### src/rtl/hsa_pkg.sv
// Shared types, sizes, codes and helper functions of the handle slot allocator.
package hsa_pkg;

   // Floor of log2, for elaboration-time sizing
   function automatic int floor_log2(input longint value);
      int result;
      result = 0;
      for (int k = 1; k < 40; k++) begin
         if ((longint'(1) << k) <= value) result = k;
      end
      return result;
   endfunction

   localparam int MAX_SLOTS     = 4096;
   localparam int INITIAL_SLOTS = 4;
   localparam int HANDLE_BITS   = 24;
   localparam int CONTEXT_BITS  = 16;

   // Slot store geometry: the store is the largest power of two within MAX_SLOTS
   localparam int MAX_LOG2   = floor_log2(longint'(MAX_SLOTS));
   localparam int SLOT_W     = MAX_LOG2;
   localparam int SLOTS      = 1 << MAX_LOG2;
   localparam int LIMIT_LOG2 = (MAX_LOG2 < HANDLE_BITS) ? MAX_LOG2 : HANDLE_BITS;
   localparam int LOG_W      = $clog2(SLOT_W + 1);
   localparam int CNT_W      = SLOT_W + 1;
   localparam int NEXT_W     = HANDLE_BITS + 1;

   // Start-up size: initial slots rounded down, capped by store and handle space
   function automatic int initial_log2();
      int lg;
      longint sz;
      lg = 0;
      for (int k = 0; k < 20; k++) begin
         sz = longint'(1) << (k + 1);
         if (sz <= longint'(INITIAL_SLOTS) && sz <= longint'(MAX_SLOTS) &&
             sz <= (longint'(1) << HANDLE_BITS)) lg = k + 1;
      end
      return lg;
   endfunction

   localparam int INIT_LOG2 = initial_log2();

   // Result status codes
   localparam logic [1:0] STATUS_OK   = 2'd0;
   localparam logic [1:0] STATUS_MISS = 2'd1;
   localparam logic [1:0] STATUS_FULL = 2'd2;

   // One slot of the store
   typedef struct packed {
      logic                    valid;
      logic [31:0]             handle;
      logic [CONTEXT_BITS-1:0] ctx;
   } entry_type;

   localparam int ENTRY_W = $bits(entry_type);

   typedef enum logic [1:0] {
      RD_PROBE  = 2'd0,
      RD_LOOKUP = 2'd1,
      RD_GROW   = 2'd2
   } rd_sel_type;

   typedef enum logic [1:0] {
      WR_ZERO  = 2'd0,
      WR_STORE = 2'd1,
      WR_MOVE  = 2'd2
   } wr_sel_type;

   typedef enum logic [1:0] {
      RES_NONE   = 2'd0,
      RES_ISSUED = 2'd1,
      RES_LOOKUP = 2'd2,
      RES_FULL   = 2'd3
   } res_type;

   // Controller to datapath
   typedef struct packed {
      logic       load_item;
      logic       rd_en;
      rd_sel_type rd_sel;
      logic       wr_en;
      wr_sel_type wr_sel;
      logic       cand_next;
      logic       idx_clr;
      logic       idx_inc;
      logic       grow_size;
      res_type    res_kind;
      logic       out_load;
   } cmd_type;

   // Datapath to controller
   typedef struct packed {
      logic op_lookup;
      logic count_full;
      logic grow_ok;
      logic slot_free;
      logic move_bit;
      logic idx_last_grow;
      logic idx_last_clear;
      logic out_free;
   } status_type;

endpackage

### src/rtl/hsa_ctrl.sv
// Controller: sequences clearing, lookup, probing and in-place growth of the slot store.
module hsa_ctrl (
   input  logic                clock,
   input  logic                reset,
   input  logic                req_valid,
   output logic                req_stall,
   input  hsa_pkg::status_type status,
   output hsa_pkg::cmd_type    cmd
);

   typedef enum logic [9:0] {
      ST_CLEAR     = 10'b0000000001,
      ST_IDLE      = 10'b0000000010,
      ST_DISPATCH  = 10'b0000000100,
      ST_LOOKUP    = 10'b0000001000,
      ST_PROBE_RD  = 10'b0000010000,
      ST_PROBE_CHK = 10'b0000100000,
      ST_GROW_RD   = 10'b0001000000,
      ST_GROW_CHK  = 10'b0010000000,
      ST_GROW_CLR  = 10'b0100000000,
      ST_FINISH    = 10'b1000000000
   } state_type;

   state_type state_ff, state_in;

   assign req_stall = (state_ff != ST_IDLE);

   // Next state and commands
   always_comb begin
      state_in      = state_ff;
      cmd           = '0;
      cmd.rd_sel    = hsa_pkg::RD_PROBE;
      cmd.wr_sel    = hsa_pkg::WR_ZERO;
      cmd.res_kind  = hsa_pkg::RES_NONE;
      case (state_ff)
         // zero every slot after reset
         ST_CLEAR: begin
            cmd.wr_en   = 1'b1;
            cmd.idx_inc = 1'b1;
            if (status.idx_last_clear) state_in = ST_IDLE;
         end
         ST_IDLE: begin
            if (req_valid) begin
               cmd.load_item = 1'b1;
               state_in      = ST_DISPATCH;
            end
         end
         ST_DISPATCH: begin
            if (status.op_lookup) begin
               cmd.rd_en  = 1'b1;
               cmd.rd_sel = hsa_pkg::RD_LOOKUP;
               state_in   = ST_LOOKUP;
            end else if (!status.count_full) begin
               cmd.rd_en = 1'b1;
               state_in  = ST_PROBE_CHK;
            end else if (status.grow_ok) begin
               cmd.idx_clr = 1'b1;
               state_in    = ST_GROW_RD;
            end else begin
               cmd.res_kind = hsa_pkg::RES_FULL;
               state_in     = ST_FINISH;
            end
         end
         ST_LOOKUP: begin
            cmd.res_kind = hsa_pkg::RES_LOOKUP;
            state_in     = ST_FINISH;
         end
         ST_PROBE_RD: begin
            cmd.rd_en = 1'b1;
            state_in  = ST_PROBE_CHK;
         end
         // first free slot takes the item, otherwise try the next handle
         ST_PROBE_CHK: begin
            if (status.slot_free) begin
               cmd.wr_en    = 1'b1;
               cmd.wr_sel   = hsa_pkg::WR_STORE;
               cmd.res_kind = hsa_pkg::RES_ISSUED;
               state_in     = ST_FINISH;
            end else begin
               cmd.cand_next = 1'b1;
               state_in      = ST_PROBE_RD;
            end
         end
         ST_GROW_RD: begin
            cmd.rd_en  = 1'b1;
            cmd.rd_sel = hsa_pkg::RD_GROW;
            state_in   = ST_GROW_CHK;
         end
         // entry with the new size bit set moves to the upper half
         ST_GROW_CHK: begin
            if (status.move_bit) begin
               cmd.wr_en  = 1'b1;
               cmd.wr_sel = hsa_pkg::WR_MOVE;
               state_in   = ST_GROW_CLR;
            end else if (status.idx_last_grow) begin
               cmd.grow_size = 1'b1;
               state_in      = ST_PROBE_RD;
            end else begin
               cmd.idx_inc = 1'b1;
               state_in    = ST_GROW_RD;
            end
         end
         ST_GROW_CLR: begin
            cmd.wr_en = 1'b1;
            if (status.idx_last_grow) begin
               cmd.grow_size = 1'b1;
               state_in      = ST_PROBE_RD;
            end else begin
               cmd.idx_inc = 1'b1;
               state_in    = ST_GROW_RD;
            end
         end
         // hand the result over once the output register is free
         ST_FINISH: begin
            if (status.out_free) begin
               cmd.out_load = 1'b1;
               state_in     = ST_IDLE;
            end
         end
         default: state_in = ST_IDLE;
      endcase
   end

   always_ff @(posedge clock) begin
      if (reset) state_ff <= ST_CLEAR;
      else       state_ff <= state_in;
   end

endmodule
### config.mk
export PLATFORM = sky130hd
export DESIGN_NAME = hsa_ctrl
export DESIGN_NICKNAME = d
export VERILOG_FILES = /design/src/rtl/hsa_pkg.sv /design/src/rtl/hsa_ctrl.sv
export SDC_FILE = /design/constraint.sdc
export NUM_CORES = 1
export LEC_CHECK = 0
export ABC_AREA = 1
export ABC_CLOCK_PERIOD_IN_PS = 3580
export BUFFER_PORTS_ARGS = -buffer_cell sky130_fd_sc_hd__buf_2
export CORE_MARGIN = 2
export CORE_UTILIZATION = 53
export DETAILED_ROUTE_END_ITERATION = 7
export PLACE_DENSITY = 0.8
export SETUP_SLACK_MARGIN = 0.15
export SLEW_MARGIN = 40
export SYNTH_ARGS = -nofsm -noshare
export SYNTH_HDL_FRONTEND = slang
export SYNTH_SLANG_ARGS = --single-unit
### constraint.sdc
create_clock -name clock -period 3.58 [get_ports clock]
set_input_delay 0.716 -clock clock [delete_from_list [all_inputs] [get_ports clock]]
set_output_delay 0.716 -clock clock [all_outputs]
set_load 0.01 [all_outputs]
==> impl_metrics.py <==
metrics = {
    "run_status": {
        "outcome": "completed",
    },
    "setup_path": {
        "slowest_stage": "dfxtp_1",
        "critPathBufInv": 1,
        "cp_cell_sequence": "nor2_2, nand2_4, nor2_4, nand2_2, or2_1, nand3_1, buf_2",
        "crit_start": "state_ff[4]$_SDFFE_PP0P_",
        "cp-start-kind": "flop",
        "rrSetupSlack_ps": 2220,
        "cp_max_fo": 4,
        "critical-path-top-delay-family": "simple AND/OR/NAND/NOR gates",
        "r2r_end": "state_ff[1]$_SDFFE_PP0P_",
        "cp-end-kind": "output pin",
        "rr_startpoint": "state_ff[4]$_SDFFE_PP0P_",
        "reg2reg_depth": 7,
        "slowest_delay_ps": 330,
        "crit_arrival_ps": 1550,
        "cp.required_ps": 2860,
        "crit_type": "flop to output pin",
    },
    "timing": {
        "setup_viol": 0,
        "min_period_ps": 2270,
        "finalHoldViolations": 0,
        "tightestPinTransition_ps": 345,
        "hold_slack_ps": 604,
        "setup_ws_ps": 1310,
        "timing.final.max_slew_violations": 0,
        "slew-limit-headroom_pct": 76.9,
        "fin_crit_sh_pct": 63.3,
        "fin_tns_setup_ps": 0,
        "fmax_ghz": 0.441,
        "grt_setup_unrepaired": "no",
        "skew_ps": 1.07,
    },
    "yosys": {
        "synth_most_common_cell": "nand2_1",
        "async_reset_ff_share_pct": 0,
        "netlist_instances": 142,
        "yosys.area.top_type": "dfxtp_1",
        "yosysTopAreaCellShare_pct": 24.5,
        "synth_edf_count": 0,
        "ys_types": 19,
        "ys.flop_type": "dfxtp_1",
        "synth_commonest_cells": "33 x nand2_1, 28 x inv_1, 26 x nor2_1",
        "syn_avg_cell_area_um2": 5.74,
        "synth_seq_area_share_pct": 24.5,
        "synth.cell_area_um2": 816,
        "yosys_warnings": 0,
        "synth_nets": 153,
        "synth.area.top_cells": "dfxtp_1 25%, nand2_1 15%, inv_1 13%, nor2_1 12%, nand3_1 9.8%",
        "ys_seq_elements": 10,
    },
    "drt": {
        "vias": 937,
        "routedWlPerCell_um": 10.8,
        "drc": 0,
        "routed_via_density": 5.09,
        "first_pass_iters": 4,
        "ant_nets": 0,
        "drt_iter0_markers": 33,
        "drt_wl_total_mm": 1.98,
    },
    "final_layout": {
        "layout.nets": 181,
        "fillerInstances": 141,
        "largestRegisters": "state_ff x10",
        "drive_above_1_share_pct": 24.4,
        "antenna_cells": 0,
        "utilization_pct": 66.1,
        "largest_reg_flops": 10,
        "area_delta_synth_final_pct": 19.2,
        "instances_no_fill": 184,
        "top_register": "state_ff",
    },
    "power_and_ir_drop": {
        "switching_share_pct": 31.6,
        "power_density_nw_per_um2": 261,
        "seqPwrFrac_pct": 46.4,
        "ir_drop_mv": 0.217,
        "p_switching_mw": 0.0802,
        "comb_power_share_pct": 21.9,
        "p_leak_nw": 0.617,
        "p_clk_share_pct": 31.7,
        "p_int_mw": 0.173,
    },
    "die": {
        "initial_core_util_pct": 55.4,
        "ioPinCount": 26,
        "fp.coreArea_um2": 1470,
        "rows": 14,
        "die_h_um": 43.2,
        "dieWidth_um": 43.2,
        "fp.dieArea_um2": 1870,
    },
    "hold_path": {
        "whs_path_depth": 2,
        "holdPathEnd": "state_ff[7]$_SDFFE_PP0P_",
        "min-delay-start": "state_ff[6]$_SDFFE_PP0P_",
        "hold_path_class": "flop to flop",
    },
    "clock_tree": {
        "h-tree-depth": 1,
        "insertion_delay_ps": 270,
        "cts_buffer_depth": 2,
        "cts_resized": 0,
        "hold_buffers": 0,
        "cts_buffers": 3,
        "cts_tree": "built",
        "cts_root_buf": "clkbuf_4",
        "clock-sinks": 10,
        "cts_setup_buffers": 0,
        "path_clk_slew_ps": 70,
    },
    "run": {
        "drv_cap": 0,
    },
    "place": {
        "dpl.cell_count": 181,
        "gp_congestion": 0.851,
        "dp_slack_ps": 1460,
        "portBuffers": 25,
        "hpwlAfterDp_mm": 1.61,
    },
    "global_route": {
        "grt_overflow": 0,
        "grt_pass1_vias": 803,
        "antenna_found_initial": 0,
        "track_usage_pct": 24.1,
        "grt_max_degree": 9,
        "grt_first_pass_wirelength_mm": 3.37,
    },
}
## metrics by stage
stage | total power, mW | instance area [um^2]
final | 0.253 | 972
after global placement | 0.174 | 950
after floorplan | 0.157 | 816
after CTS | 0.252 | 972
after global routing | 0.264 | 972
after detailed placement | 0.175 | 950
## cells by family (layout without fill, tap and decap cells)
logic type             Yosys count  count (layout)  synth area share (%)
buffers and inverters           30              56                  14.3
AO/OA/AOI/OAI                    5               5                  3.37
flip-flops                      10              10                  24.5
AND/OR/NAND/NOR                 97              97                  57.8
## how the worst max path moves through the flow
stage | end | cells after the start
after detailed placement | cmd[1] | 5
after CTS | cmd[4] | 7
after global placement | cmd[2] | 5
final | cmd[4] | 7
after global routing | cmd[12] | 6
after floorplan | cmd[1] | 3
## power groups by stage
stage               Combinational (mW)  Clock [mW]  Sequential (mW)
finish                          0.0555      0.0803            0.118
global route                    0.0615      0.0844            0.118
CTS                             0.0552      0.0795            0.118
detailed placement              0.0549           0            0.120
global placement                0.0534           0            0.120
floorplan                       0.0373           0            0.120
## worst min-delay path, cell delays in order (launching register included)
cell     delay, ps
dfxtp_1        350
nand3_1        140
nor3_1          60
## cell type report
cell class | instances | area, um^2 | area share, %
Sequential cell | 10 | 200 | 20.6
Multi-Input combinational cell | 102 | 499 | 51.4
Tap cell | 16 | 20.0 | 2.06
Clock buffer | 3 | 22.5 | 2.32
Inverter | 28 | 105 | 10.8
Timing Repair Buffer | 25 | 125 | 12.9
## layer usage
layer  part of all wire (%)  global-route usage, %  up-vias
li1                       -                      -      488
met4                    2.1                   11.5        0
met2                     46                   38.5       37
met3                    7.2                   3.40        5
met5                      0                      0        -
met1                     44                   31.3      407
## placed cells by master (no fill, tap or decap), drive strengths merged
cell,count
or2,1
nand3,17
nand2,36
nand4,4
dfxtp,10
clkbuf,3
nor3,5
buf,25
inv,28
o21ai,1
a21oi,3
o211ai,1
nor2,34
No activity file was read; power rests on OpenSTA's default activity.
